### src/rtl/hba_pkg.sv
// Shared types and constants for the heap block allocator.
// Holds the table entry layout, request and status codes, controller states
// and the command and status bundles between controller and datapath.
`default_nettype none

package hba_pkg;

  // Heap size in bytes and default table depth.
  localparam int CAPACITY   = 512;
  localparam int MAX_BLOCKS = 64;

  // Field widths of the ports and internal byte arithmetic.
  localparam int BW   = 10;
  localparam int AW   = 9;
  localparam int OPW  = 3;
  localparam int STW  = 3;
  localparam int CNTW = 7;
  localparam int PCTW = 7;
  localparam int NW   = BW + PCTW;

  // Request codes.
  localparam logic [OPW-1:0] OP_BUMP  = OPW'(0);
  localparam logic [OPW-1:0] OP_FIRST = OPW'(1);
  localparam logic [OPW-1:0] OP_BEST  = OPW'(2);
  localparam logic [OPW-1:0] OP_SPLIT = OPW'(3);
  localparam logic [OPW-1:0] OP_FREE  = OPW'(4);

  // Result status codes.
  localparam logic [STW-1:0] ST_OK      = STW'(0);
  localparam logic [STW-1:0] ST_NOMEM   = STW'(1);
  localparam logic [STW-1:0] ST_BADADDR = STW'(2);
  localparam logic [STW-1:0] ST_ZERO    = STW'(3);
  localparam logic [STW-1:0] ST_FULL    = STW'(4);

  // One table entry.
  typedef struct packed {
    logic [BW-1:0] start;
    logic [BW-1:0] size;
    logic          used;
  } entry_t;

  // Controller states.
  typedef enum logic [3:0] {
    S_IDLE,
    S_SCAN,
    S_DECIDE,
    S_MOVE,
    S_FIXUP,
    S_STATS_GO,
    S_STATS,
    S_DIV_GO,
    S_DIV,
    S_DONE
  } state_t;

  // Commands from the controller to the datapath.
  typedef struct packed {
    logic load;
    logic scan_start;
    logic in_scan;
    logic decide;
    logic in_move;
    logic fixup;
    logic stats_start;
    logic in_stats;
    logic div_start;
    logic publish;
  } cmd_t;

  // Status from the datapath to the controller.
  typedef struct packed {
    logic walk_done;
    logic fix_pending;
    logic div_done;
    logic out_full;
  } sts_t;

endpackage

`default_nettype wire

### src/rtl/hba_ctrl.sv
// Controller state machine of the heap block allocator.
// Sequences scan, update, entry move, statistics and divide; uses hba_pkg.
`default_nettype none

module hba_ctrl (
  input  wire logic          clk,
  input  wire logic          rst,
  input  wire logic          in_valid,
  output logic               in_ready,
  input  wire hba_pkg::sts_t sts,
  output hba_pkg::cmd_t      cmd
);

  hba_pkg::state_t state;
  hba_pkg::state_t state_next;

  // State register.
  always_ff @(posedge clk) begin
    if (rst) begin
      state <= hba_pkg::S_IDLE;
    end else begin
      state <= state_next;
    end
  end

  // Next state and commands.
  always_comb begin
    state_next = state;
    cmd        = '0;
    in_ready   = 1'b0;
    case (state)
      hba_pkg::S_IDLE: begin
        in_ready = 1'b1;
        if (in_valid) begin
          cmd.load       = 1'b1;
          cmd.scan_start = 1'b1;
          state_next     = hba_pkg::S_SCAN;
        end
      end
      hba_pkg::S_SCAN: begin
        cmd.in_scan = 1'b1;
        if (sts.walk_done) begin
          state_next = hba_pkg::S_DECIDE;
        end
      end
      hba_pkg::S_DECIDE: begin
        cmd.decide = 1'b1;
        state_next = hba_pkg::S_MOVE;
      end
      hba_pkg::S_MOVE: begin
        cmd.in_move = 1'b1;
        if (sts.walk_done) begin
          state_next = sts.fix_pending ? hba_pkg::S_FIXUP : hba_pkg::S_STATS_GO;
        end
      end
      hba_pkg::S_FIXUP: begin
        cmd.fixup  = 1'b1;
        state_next = hba_pkg::S_STATS_GO;
      end
      hba_pkg::S_STATS_GO: begin
        cmd.stats_start = 1'b1;
        state_next      = hba_pkg::S_STATS;
      end
      hba_pkg::S_STATS: begin
        cmd.in_stats = 1'b1;
        if (sts.walk_done) begin
          state_next = hba_pkg::S_DIV_GO;
        end
      end
      hba_pkg::S_DIV_GO: begin
        cmd.div_start = 1'b1;
        state_next    = hba_pkg::S_DIV;
      end
      hba_pkg::S_DIV: begin
        if (sts.div_done) begin
          state_next = hba_pkg::S_DONE;
        end
      end
      hba_pkg::S_DONE: begin
        if (!sts.out_full) begin
          cmd.publish = 1'b1;
          state_next  = hba_pkg::S_IDLE;
        end
      end
      default: begin
        state_next = hba_pkg::S_IDLE;
      end
    endcase
  end

endmodule

`default_nettype wire

### src/rtl/hba_datapath.sv
// Datapath of the heap block allocator: block table memory, read walker,
// scan and statistics accumulators, update logic and percent divider; uses hba_pkg.
`default_nettype none

module hba_datapath #(
  parameter int MAX_BLOCKS = hba_pkg::MAX_BLOCKS
) (
  input  wire logic                       clk,
  input  wire logic                       rst,
  input  wire hba_pkg::cmd_t              cmd,
  output hba_pkg::sts_t                   sts,
  input  wire logic [hba_pkg::OPW-1:0]    op,
  input  wire logic [hba_pkg::BW-1:0]     request_bytes,
  input  wire logic [hba_pkg::AW-1:0]     free_address,
  output logic                            out_valid,
  input  wire logic                       out_ready,
  output logic [hba_pkg::STW-1:0]         status,
  output logic [hba_pkg::AW-1:0]          block_start,
  output logic [hba_pkg::BW-1:0]          block_bytes,
  output logic [hba_pkg::BW-1:0]          bytes_in_use,
  output logic [hba_pkg::CNTW-1:0]        block_count,
  output logic [hba_pkg::CNTW-1:0]        used_block_count,
  output logic [hba_pkg::CNTW-1:0]        free_block_count,
  output logic [hba_pkg::PCTW-1:0]        fragmentation_pct
);

  localparam int IW = (MAX_BLOCKS > 1) ? $clog2(MAX_BLOCKS) : 1;
  localparam int CW = $clog2(MAX_BLOCKS + 1);
  localparam int BW = hba_pkg::BW;
  localparam int NWL = hba_pkg::NW;
  localparam logic [BW-1:0] CAP = BW'(hba_pkg::CAPACITY);
  localparam logic [CW-1:0] MAXB = CW'(MAX_BLOCKS);

  // Latched request.
  logic [hba_pkg::OPW-1:0] op_q;
  logic [BW-1:0]           req_q;
  logic [hba_pkg::AW-1:0]  addr_q;

  // Allocator state.
  logic [CW-1:0] entry_count;
  logic [BW-1:0] heap_end;
  logic [BW-1:0] used_total;

  // Table memory and its registered read port.
  hba_pkg::entry_t mem [MAX_BLOCKS];
  hba_pkg::entry_t rdata;
  logic            rvalid;
  logic [IW-1:0]   ridx;

  // Read walker.
  logic          rd_go;
  logic [CW-1:0] rd_ptr;
  logic [CW-1:0] rd_end;
  logic          rd_dec;
  logic [1:0]    mv_dist;

  // Scan results.
  logic            first_hit, best_hit, m_hit;
  logic [IW-1:0]   first_idx, best_idx, m_idx;
  hba_pkg::entry_t first_e, best_e, m_e, prev_e, left_e, right_e;
  logic [BW-1:0]   best_slack;
  logic            left_ok, right_ok, right_want;

  // Pending remainder entry of a split.
  logic            fix_pending;
  logic [CW-1:0]   fix_idx;
  hba_pkg::entry_t fix_e;

  // Result of the update.
  logic [hba_pkg::STW-1:0] res_status;
  logic [BW-1:0]           res_start;
  logic [BW-1:0]           res_bytes;

  // Statistics.
  logic [CW-1:0] nused, nfree;
  logic [BW-1:0] big;

  // Divider.
  logic                     div_busy;
  logic [2:0]               div_cnt;
  logic [BW-1:0]            div_rem;
  logic [BW-1:0]            div_den;
  logic [hba_pkg::PCTW-1:0] div_lo;
  logic [hba_pkg::PCTW-1:0] div_q;
  logic                     div_zero;

  // Update decisions.
  logic                    zero_req, use_bump, bump_nomem, bump_full;
  logic                    sel_hit;
  logic [IW-1:0]           sel_idx;
  hba_pkg::entry_t         sel_e;
  logic                    mrg_l, mrg_r;
  logic [BW-1:0]           mrg_size;
  logic [hba_pkg::STW-1:0] d_status;
  logic [BW-1:0]           d_start, d_bytes, d_heap, d_used;
  logic [CW-1:0]           d_count;
  logic                    d_we;
  logic [CW-1:0]           d_waddr;
  hba_pkg::entry_t         d_wdata;
  logic                    d_walk, d_dec, d_fix;
  logic [CW-1:0]           d_from, d_to, d_fix_idx;
  logic [1:0]              d_dist;
  hba_pkg::entry_t         d_fix_e;

  // Memory write port.
  logic            we;
  logic [CW-1:0]   waddr;
  hba_pkg::entry_t wdata;

  // Scan helpers.
  logic          free_fit;
  logic [BW-1:0] fit_slack;

  // Divider helpers.
  logic [BW-1:0] fr_bytes;
  logic [NWL-1:0] num;
  logic [BW:0]   trial;

  assign zero_req   = (op_q <= hba_pkg::OP_SPLIT) && (req_q == '0);
  assign bump_nomem = req_q > (CAP - heap_end);
  assign bump_full  = entry_count >= MAXB;
  assign sel_hit    = (op_q == hba_pkg::OP_FIRST) ? first_hit : best_hit;
  assign sel_idx    = (op_q == hba_pkg::OP_FIRST) ? first_idx : best_idx;
  assign sel_e      = (op_q == hba_pkg::OP_FIRST) ? first_e : best_e;
  assign mrg_l      = left_ok && !left_e.used;
  assign mrg_r      = right_ok && !right_e.used;
  assign mrg_size   = m_e.size + (mrg_r ? right_e.size : '0) + (mrg_l ? left_e.size : '0);

  // Decide what one request does to the table.
  always_comb begin
    d_status  = hba_pkg::ST_OK;
    d_start   = '0;
    d_bytes   = '0;
    d_heap    = heap_end;
    d_used    = used_total;
    d_count   = entry_count;
    d_we      = 1'b0;
    d_waddr   = entry_count;
    d_wdata   = '0;
    d_walk    = 1'b0;
    d_dec     = 1'b0;
    d_from    = '0;
    d_to      = '0;
    d_dist    = 2'd1;
    d_fix     = 1'b0;
    d_fix_idx = '0;
    d_fix_e   = '0;
    use_bump  = 1'b0;
    if (zero_req) begin
      d_status = hba_pkg::ST_ZERO;
    end else begin
      case (op_q)
        hba_pkg::OP_BUMP: begin
          use_bump = 1'b1;
        end
        hba_pkg::OP_FIRST, hba_pkg::OP_BEST: begin
          if (sel_hit) begin
            d_we    = 1'b1;
            d_waddr = CW'(sel_idx);
            d_wdata = '{start: sel_e.start, size: sel_e.size, used: 1'b1};
            d_used  = used_total + sel_e.size;
            d_start = sel_e.start;
            d_bytes = sel_e.size;
          end else begin
            use_bump = 1'b1;
          end
        end
        hba_pkg::OP_SPLIT: begin
          if (!first_hit) begin
            use_bump = 1'b1;
          end else if (first_e.size == req_q) begin
            d_we    = 1'b1;
            d_waddr = CW'(first_idx);
            d_wdata = '{start: first_e.start, size: first_e.size, used: 1'b1};
            d_used  = used_total + req_q;
            d_start = first_e.start;
            d_bytes = req_q;
          end else if (bump_full) begin
            d_status = hba_pkg::ST_FULL;
          end else begin
            // Used head in place, entries above move up one, remainder after.
            d_we      = 1'b1;
            d_waddr   = CW'(first_idx);
            d_wdata   = '{start: first_e.start, size: req_q, used: 1'b1};
            d_used    = used_total + req_q;
            d_count   = entry_count + CW'(1);
            d_start   = first_e.start;
            d_bytes   = req_q;
            d_walk    = (CW'(first_idx) + CW'(1)) < entry_count;
            d_dec     = 1'b1;
            d_from    = entry_count - CW'(1);
            d_to      = CW'(first_idx) + CW'(1);
            d_fix     = 1'b1;
            d_fix_idx = CW'(first_idx) + CW'(1);
            d_fix_e   = '{start: first_e.start + req_q, size: first_e.size - req_q,
                          used: 1'b0};
          end
        end
        hba_pkg::OP_FREE: begin
          if (!m_hit || !m_e.used) begin
            d_status = hba_pkg::ST_BADADDR;
          end else begin
            // Merged block lands at the left neighbor when that one is free.
            d_we    = 1'b1;
            d_waddr = mrg_l ? (CW'(m_idx) - CW'(1)) : CW'(m_idx);
            d_wdata = '{start: (mrg_l ? left_e.start : m_e.start), size: mrg_size,
                        used: 1'b0};
            d_used  = used_total - m_e.size;
            d_count = entry_count - CW'(mrg_l) - CW'(mrg_r);
            d_start = mrg_l ? left_e.start : m_e.start;
            d_bytes = mrg_size;
            d_from  = CW'(m_idx) + CW'(1) + CW'(mrg_r);
            d_to    = entry_count - CW'(1);
            d_dist  = {1'b0, mrg_l} + {1'b0, mrg_r};
            d_walk  = (mrg_l || mrg_r) && (d_from < entry_count);
          end
        end
        default: begin
        end
      endcase
      if (use_bump) begin
        if (bump_nomem) begin
          d_status = hba_pkg::ST_NOMEM;
        end else if (bump_full) begin
          d_status = hba_pkg::ST_FULL;
        end else begin
          d_we    = 1'b1;
          d_waddr = entry_count;
          d_wdata = '{start: heap_end, size: req_q, used: 1'b1};
          d_count = entry_count + CW'(1);
          d_heap  = heap_end + req_q;
          d_used  = used_total + req_q;
          d_start = heap_end;
          d_bytes = req_q;
        end
      end
    end
  end

  // Write port select: update, entry move, or split remainder.
  always_comb begin
    we    = 1'b0;
    waddr = d_waddr;
    wdata = d_wdata;
    if (cmd.decide) begin
      we = d_we;
    end else if (cmd.in_move && rvalid) begin
      we    = 1'b1;
      waddr = rd_dec ? (CW'(ridx) + CW'(1)) : (CW'(ridx) - CW'(mv_dist));
      wdata = rdata;
    end else if (cmd.fixup) begin
      we    = 1'b1;
      waddr = fix_idx;
      wdata = fix_e;
    end
  end

  // Table memory.
  always_ff @(posedge clk) begin
    if (we) begin
      mem[waddr[IW-1:0]] <= wdata;
    end
    if (rd_go) begin
      rdata <= mem[rd_ptr[IW-1:0]];
      ridx  <= rd_ptr[IW-1:0];
    end
  end

  // Read walker: one entry per cycle from rd_ptr to rd_end.
  always_ff @(posedge clk) begin
    if (rst) begin
      rd_go  <= 1'b0;
      rvalid <= 1'b0;
    end else begin
      rvalid <= rd_go;
      if (cmd.scan_start || cmd.stats_start) begin
        rd_go  <= entry_count != '0;
        rd_ptr <= '0;
        rd_end <= entry_count - CW'(1);
        rd_dec <= 1'b0;
      end else if (cmd.decide) begin
        rd_go   <= d_walk;
        rd_ptr  <= d_from;
        rd_end  <= d_to;
        rd_dec  <= d_dec;
        mv_dist <= d_dist;
      end else if (rd_go) begin
        if (rd_ptr == rd_end) begin
          rd_go <= 1'b0;
        end else begin
          rd_ptr <= rd_dec ? (rd_ptr - CW'(1)) : (rd_ptr + CW'(1));
        end
      end
    end
  end

  // Request latch and allocator state.
  always_ff @(posedge clk) begin
    if (rst) begin
      entry_count <= '0;
      heap_end    <= '0;
      used_total  <= '0;
      fix_pending <= 1'b0;
    end else begin
      if (cmd.decide) begin
        entry_count <= d_count;
        heap_end    <= d_heap;
        used_total  <= d_used;
        fix_pending <= d_fix;
      end else if (cmd.fixup) begin
        fix_pending <= 1'b0;
      end
    end
  end

  always_ff @(posedge clk) begin
    if (cmd.load) begin
      op_q   <= op;
      req_q  <= request_bytes;
      addr_q <= free_address;
    end
    if (cmd.decide) begin
      res_status <= d_status;
      res_start  <= d_start;
      res_bytes  <= d_bytes;
      fix_idx    <= d_fix_idx;
      fix_e      <= d_fix_e;
    end
  end

  assign free_fit  = !rdata.used && (rdata.size >= req_q);
  assign fit_slack = rdata.size - req_q;

  // Search scan: first fit, best fit, address match and its neighbors.
  always_ff @(posedge clk) begin
    if (cmd.scan_start) begin
      first_hit  <= 1'b0;
      best_hit   <= 1'b0;
      m_hit      <= 1'b0;
      left_ok    <= 1'b0;
      right_ok   <= 1'b0;
      right_want <= 1'b0;
    end else if (cmd.in_scan && rvalid) begin
      prev_e <= rdata;
      if (free_fit && !first_hit) begin
        first_hit <= 1'b1;
        first_idx <= ridx;
        first_e   <= rdata;
      end
      if (free_fit && (!best_hit || fit_slack < best_slack)) begin
        best_hit   <= 1'b1;
        best_idx   <= ridx;
        best_e     <= rdata;
        best_slack <= fit_slack;
      end
      if (right_want) begin
        right_ok   <= 1'b1;
        right_e    <= rdata;
        right_want <= 1'b0;
      end
      if (!m_hit && rdata.start == {1'b0, addr_q}) begin
        m_hit      <= 1'b1;
        m_idx      <= ridx;
        m_e        <= rdata;
        left_ok    <= ridx != '0;
        left_e     <= prev_e;
        right_want <= 1'b1;
      end
    end
  end

  // Statistics scan over the updated table.
  always_ff @(posedge clk) begin
    if (cmd.stats_start) begin
      nused <= '0;
      nfree <= '0;
      big   <= CAP - heap_end;
    end else if (cmd.in_stats && rvalid) begin
      if (rdata.used) begin
        nused <= nused + CW'(1);
      end else begin
        nfree <= nfree + CW'(1);
        if (rdata.size > big) begin
          big <= rdata.size;
        end
      end
    end
  end

  // Percent divider: restoring, one quotient bit a cycle.
  assign fr_bytes = CAP - used_total;
  assign num      = NWL'(fr_bytes - big) * NWL'(100);
  assign trial    = {div_rem, div_lo[hba_pkg::PCTW-1]};

  always_ff @(posedge clk) begin
    if (rst) begin
      div_busy <= 1'b0;
    end else if (cmd.div_start) begin
      div_busy <= 1'b1;
    end else if (div_busy && div_cnt == 3'd1) begin
      div_busy <= 1'b0;
    end
  end

  always_ff @(posedge clk) begin
    if (cmd.div_start) begin
      div_zero <= (fr_bytes == '0) || (big > fr_bytes);
      div_den  <= fr_bytes;
      div_rem  <= num[NWL-1:hba_pkg::PCTW];
      div_lo   <= num[hba_pkg::PCTW-1:0];
      div_q    <= '0;
      div_cnt  <= 3'(hba_pkg::PCTW);
    end else if (div_busy) begin
      div_cnt <= div_cnt - 3'd1;
      div_lo  <= {div_lo[hba_pkg::PCTW-2:0], 1'b0};
      if (trial >= {1'b0, div_den}) begin
        div_rem <= BW'(trial - {1'b0, div_den});
        div_q   <= {div_q[hba_pkg::PCTW-2:0], 1'b1};
      end else begin
        div_rem <= trial[BW-1:0];
        div_q   <= {div_q[hba_pkg::PCTW-2:0], 1'b0};
      end
    end
  end

  // Result register toward the output channel.
  always_ff @(posedge clk) begin
    if (rst) begin
      out_valid <= 1'b0;
    end else if (cmd.publish) begin
      out_valid <= 1'b1;
    end else if (out_ready) begin
      out_valid <= 1'b0;
    end
  end

  always_ff @(posedge clk) begin
    if (cmd.publish) begin
      status            <= res_status;
      block_start       <= res_start[hba_pkg::AW-1:0];
      block_bytes       <= res_bytes;
      bytes_in_use      <= used_total;
      block_count       <= hba_pkg::CNTW'(entry_count);
      used_block_count  <= hba_pkg::CNTW'(nused);
      free_block_count  <= hba_pkg::CNTW'(nfree);
      fragmentation_pct <= div_zero ? '0 : div_q;
    end
  end

  assign sts.walk_done   = !rd_go && !rvalid;
  assign sts.fix_pending = fix_pending;
  assign sts.div_done    = !div_busy;
  assign sts.out_full    = out_valid && !out_ready;

endmodule

`default_nettype wire

### src/rtl/heap_block_allocator_unit.sv
// Top level of the heap block allocator.
// Joins the controller (hba_ctrl) and the datapath (hba_datapath); uses hba_pkg.
//
//   Channel  Handshake            Payload
//   in       in_valid / in_ready  op, request_bytes, free_address
//   out      out_valid/ out_ready status, block_start, block_bytes, bytes_in_use,
//                                 block_count, used_block_count, free_block_count,
//                                 fragmentation_pct
//
// A request runs a search scan over the table, the update, a move of the entries
// that shift on a split or merge, a write of a split remainder, a count scan
// of the updated table, the percent divider and the result state. The table
// memory has one read and one write port, which sets the pass lengths. A
// stalled output holds the controller in the result state until the stall ends.
// Reset (rst, synchronous) empties the table at once; no clearing pass.
// The next transfer is taken while a result still waits in the output register.
`default_nettype none

module heap_block_allocator_unit #(
  parameter int MAX_BLOCKS = hba_pkg::MAX_BLOCKS
) (
  input  wire logic                      clk,
  input  wire logic                      rst,
  input  wire logic                      in_valid,
  output logic                           in_ready,
  input  wire logic [hba_pkg::OPW-1:0]   op,
  input  wire logic [hba_pkg::BW-1:0]    request_bytes,
  input  wire logic [hba_pkg::AW-1:0]    free_address,
  output logic                           out_valid,
  input  wire logic                      out_ready,
  output logic [hba_pkg::STW-1:0]        status,
  output logic [hba_pkg::AW-1:0]         block_start,
  output logic [hba_pkg::BW-1:0]         block_bytes,
  output logic [hba_pkg::BW-1:0]         bytes_in_use,
  output logic [hba_pkg::CNTW-1:0]       block_count,
  output logic [hba_pkg::CNTW-1:0]       used_block_count,
  output logic [hba_pkg::CNTW-1:0]       free_block_count,
  output logic [hba_pkg::PCTW-1:0]       fragmentation_pct
);

  hba_pkg::cmd_t cmd;
  hba_pkg::sts_t sts;

  // Sequencing.
  hba_ctrl u_ctrl (
    .clk      (clk),
    .rst      (rst),
    .in_valid (in_valid),
    .in_ready (in_ready),
    .sts      (sts),
    .cmd      (cmd)
  );

  // Table, arithmetic and result register.
  hba_datapath #(
    .MAX_BLOCKS (MAX_BLOCKS)
  ) u_datapath (
    .clk               (clk),
    .rst               (rst),
    .cmd               (cmd),
    .sts               (sts),
    .op                (op),
    .request_bytes     (request_bytes),
    .free_address      (free_address),
    .out_valid         (out_valid),
    .out_ready         (out_ready),
    .status            (status),
    .block_start       (block_start),
    .block_bytes       (block_bytes),
    .bytes_in_use      (bytes_in_use),
    .block_count       (block_count),
    .used_block_count  (used_block_count),
    .free_block_count  (free_block_count),
    .fragmentation_pct (fragmentation_pct)
  );

endmodule

`default_nettype wire
### config.mk
export PLATFORM = sky130hd
export DESIGN_NAME = heap_block_allocator_unit
export DESIGN_NICKNAME = d
export VERILOG_FILES = /design/src/rtl/hba_pkg.sv /design/src/rtl/hba_ctrl.sv /design/src/rtl/hba_datapath.sv /design/src/rtl/heap_block_allocator_unit.sv
export SDC_FILE = /design/constraint.sdc
export NUM_CORES = 2
export LEC_CHECK = 0
export ABC_CLOCK_PERIOD_IN_PS = 9900
export BUFFER_PORTS_ARGS = -buffer_cell sky130_fd_sc_hd__buf_4
export CAP_MARGIN = 15
export CORE_MARGIN = 8
export CORE_UTILIZATION = 30
export CTS_BUF_LIST = sky130_fd_sc_hd__clkbuf_4
export DETAILED_ROUTE_END_ITERATION = 10
export PLACE_DENSITY = 0.55
export SYNTH_ARGS = -nofsm -noshare
export SYNTH_HDL_FRONTEND = slang
export SYNTH_SLANG_ARGS = --single-unit
export TNS_END_PERCENT = 30
### constraint.sdc
create_clock -name clk -period 9.9 [get_ports clk]
set_clock_uncertainty 0.1 [all_clocks]
set_input_delay 2.97 -clock clk [delete_from_list [all_inputs] [get_ports clk]]
set_output_delay 2.97 -clock clk [all_outputs]
set_load 0.05 [all_outputs]
==> key figures <==
Run status
  – Status: completed

Timing
  – Max-slew headroom: 22.4%
  – Setup tns final: 0 ns
  – RSZ-0062 raised after global routing: no
  – Setup violators final: 0
  – Final Critical Period: just under 6 ns
  – Tightest Pin Transition: 1.16 ns
  – Hold slack: roughly 0.27 ns
  – Pins Over Slew Limit: 0
  – Final period utilization: 59.7%
  – Final hold violations: 0
  – Max Freq: 169 MHz

Clock tree
  – Clock latency on the worst-skew pair: between 1 and 1.5 ns
  – Setup bufs post-CTS: 0
  – Bufs on Longest Clock Path: 4
  – Post-CTS resize count: 0
  – Total clock sinks: 1762
  – Clock root buffer: clkbuf_4
  – CTS tree: yes
  – Num CTS Buffers: between 400 and 500
  – H-tree Lvls: 5
  – Reg clk slew, reported paths: about 0.070 ns
  – CTS Hold Bufs: 0

Global route
  – First-pass GRT wire length: 297 mm
  – GRT overflow: 0
  – Initial antenna violation count: 13
  – Gr usage total: approximately 15%
  – Largest net degree at the start of global routing: 100
  – Vias in the first global route: a little over 40000

Pwr
  – Leakage: 29.1 nW
  – Power per standard cell area: 309 nW/um2
  – Worst VDD drop: around 0.8 mV
  – Total Power: ~26 mW

Layout
  – Commonest non-fill, non-tap cells in the layout: edfxtp_1 (1696), clkbuf_4 (644), mux4_2 (441)
  – Total Nets Final: between 4000 and 5000
  – Area growth syn-to-layout: 14.8%
  – Most common cell after layout, fill and taps aside: edfxtp_1
  – Share of cells above drive strength 1: roughly 30%
  – Fillers: ~24000

Placement
  – HPWL after DPL: between 100 and 150 mm
  – Final Wtd Congestion: 0.859
  – PortBufs: 87

Synth
  – Seq/Total Area, Yosys: 70.0%
  – Synthesized area: ~75000 um2
  – Top cell type by total area after synthesis: edfxtp_1
  – Synth warnings: 0
  – Cell count after synthesis: 4136
  – Syn Area/Cell: 18.1 um2
  – Number of synthesized flops with an enable pin: approximately 1700
  – #FFs+latches synth: 1762
  – Synth area leaders: edfxtp_1 (68%), mux4_2 (13%), ha_1 (3.2%)
  – Synth Net Count: 4384
  – Synth cell types: between 80 and 90
  – Synth top area share: between 60% and 70%
  – Primary FF master, synth: edfxtp_1
  – Ys async rst share: 0%

Die
  – Die area: between 200000 and 300000 um2
  – Die width: just over 500 um
  – I/O pins: 88
  – Die Y: a little over 500 um
  – Area of the core: about 250000 um2
  – Initial Util: around 30%
  – Rows: 183

Detailed routing
  – Via Count: roughly 41000
  – DRT Pass-1 Iters: 5
  – # DRC: 0
  – Post-detailed-route wirelength per cell: about 25 um
  – Via density: slightly below 5
  – Final WL: roughly 210 mm
  – Initial DRC Count: around 4100
  – Post-route ant nets: 0

Min path
  – Hold depth: 0
  – Hold Path Class: reg2reg

Run
  – Max_cap viols: 0

Setup path
  – R2R cell count: 23
  – Startpoint class of the critical path: register
  – CP Data Required Time: roughly 11 ns
  – Worst-path maximum fanout: 9
  – CP endpoint kind: register
  – Critical Path AT: around 6.8 ns
  – Worst setup path class: reg2reg
-- metal layers --
metal,vias to the layer above,routed length (um),track usage [%]
met1,21400,90000,21.0
met4,0,5960,4.79
met5,-,0,0
met3,389,14000,3.08
met2,1623,97500,24.3
li1,17900,-,-
-- path summary, 6_finish.rpt --
path / startpoint / end / slack (ns)
setup / recovery: u_datapath.used_total[1] / u_datapath.div_rem[9] / 3.99
hold reg to reg: u_datapath.res_start[4] / u_datapath.block_start[4] / 0.27
setup reg to reg: u_datapath.used_total[1] / u_datapath.div_rem[9] / 3.99
hold / removal: u_datapath.res_start[4] / u_datapath.block_start[4] / 0.27
-- report_power, final --
part | switching, mW | internal (mW)
clock | 2.89 | 3.09
sequential | 0.232 | 9.56
combinational | 6.55 | 4.14
total | 9.67 | 16.8
-- sequential cells by signal, indices dropped and copies added, names as in the netlist, 11 cells and up --
name                cells
u_datapath.left_e      21
u_datapath.first_e     20
u_datapath.prev_e      21
u_datapath.mem       1344
u_datapath.best_e      20
u_datapath.rdata       21
u_datapath.fix_e       20
u_datapath.m_e         21
u_datapath.right_e     11
-- stage by stage --
stage | setup slack [ns] | utilization [%] | cells | area, um2
after floorplan | 3.17 | - | 4136 | 74700
after global placement | 4.04 | 32.3 | 7524 | 80200
after detailed placement | 4.02 | 32.3 | 7524 | 80200
after CTS | 4.01 | 34.5 | 8283 | 85600
after global routing | 3.45 | 34.5 | 8296 | 85700
final | 3.99 | 34.5 | 8305 | 85700
-- cells in the mapped netlist, drive strengths merged (15+ instances only) --
| library cell | n |
|---|---|
| a21boi | 15 |
| ha | 191 |
| xnor2 | 102 |
| nor3 | 50 |
| inv | 183 |
| a221oi | 29 |
| xor2 | 56 |
| mux2i | 23 |
| a21o | 35 |
| o22ai | 22 |
| nand3 | 37 |
| dfxtp | 66 |
| nor2b | 41 |
| nand2 | 202 |
| mux4 | 441 |
| o21ai | 103 |
| nor2 | 226 |
| clkbuf | 102 |
| nand2b | 18 |
| a22oi | 23 |
| a21oi | 149 |
| buf | 67 |
| edfxtp | 1696 |
| a211oi | 16 |
| fa | 31 |
| or3 | 15 |
-- logic make-up (layout without fill, tap and decap cells) --
| family | Yosys count | count (layout) | synth area share, % |
|---|---|---|---|
| AO/OA/AOI/OAI | 503 | 503 | 4.43 |
| other | 0 | 21 | 0 |
| flip-flops | 1762 | 1762 | 70.0 |
| XOR/XNOR | 158 | 158 | 1.86 |
| buffers and inverters | 352 | 1170 | 1.85 |
| AND/OR/NAND/NOR | 666 | 666 | 4.11 |
| multiplexers | 473 | 473 | 13.7 |
| adder cells (fa/ha/maj) | 222 | 222 | 4.03 |
-- worst max-delay path, stage by stage, from the launching register on --
cell      delay [ns]
dfxtp_1         0.57
inv_1           0.17
ha_1            0.25
xnor2_1         0.20
ha_1            0.30
nor2b_1         0.14
o21ai_0         0.21
a21boi_0        0.16
o21a_1          0.21
o41ai_1         0.56
xnor2_1         0.19
ha_1            0.31
ha_1            0.28
inv_1           0.05
fa_1            0.50
inv_1           0.05
ha_1            0.21
nor3_1          0.19
o211ai_1        0.14
a31o_2          0.26
a21oi_1         0.18
xnor2_1         0.16
xnor2_1         0.13
a21boi_0        0.10
-- layout make-up --
cell class | count | area [um2] | share of cell area, %
flip-flops and latches | 1762 | 52300 | 61.0
multi-input cells | 2022 | 21400 | 24.9
clock buffers | 644 | 4830 | 5.64
well taps | 3330 | 4170 | 4.86
repair buffers | 228 | 1770 | 2.07
inverters | 183 | 687 | 0.801
clock inverters | 115 | 597 | 0.696
diodes | 21 | 52.6 | 0.0613
Note: power is estimated with default switching activity, not from simulation.
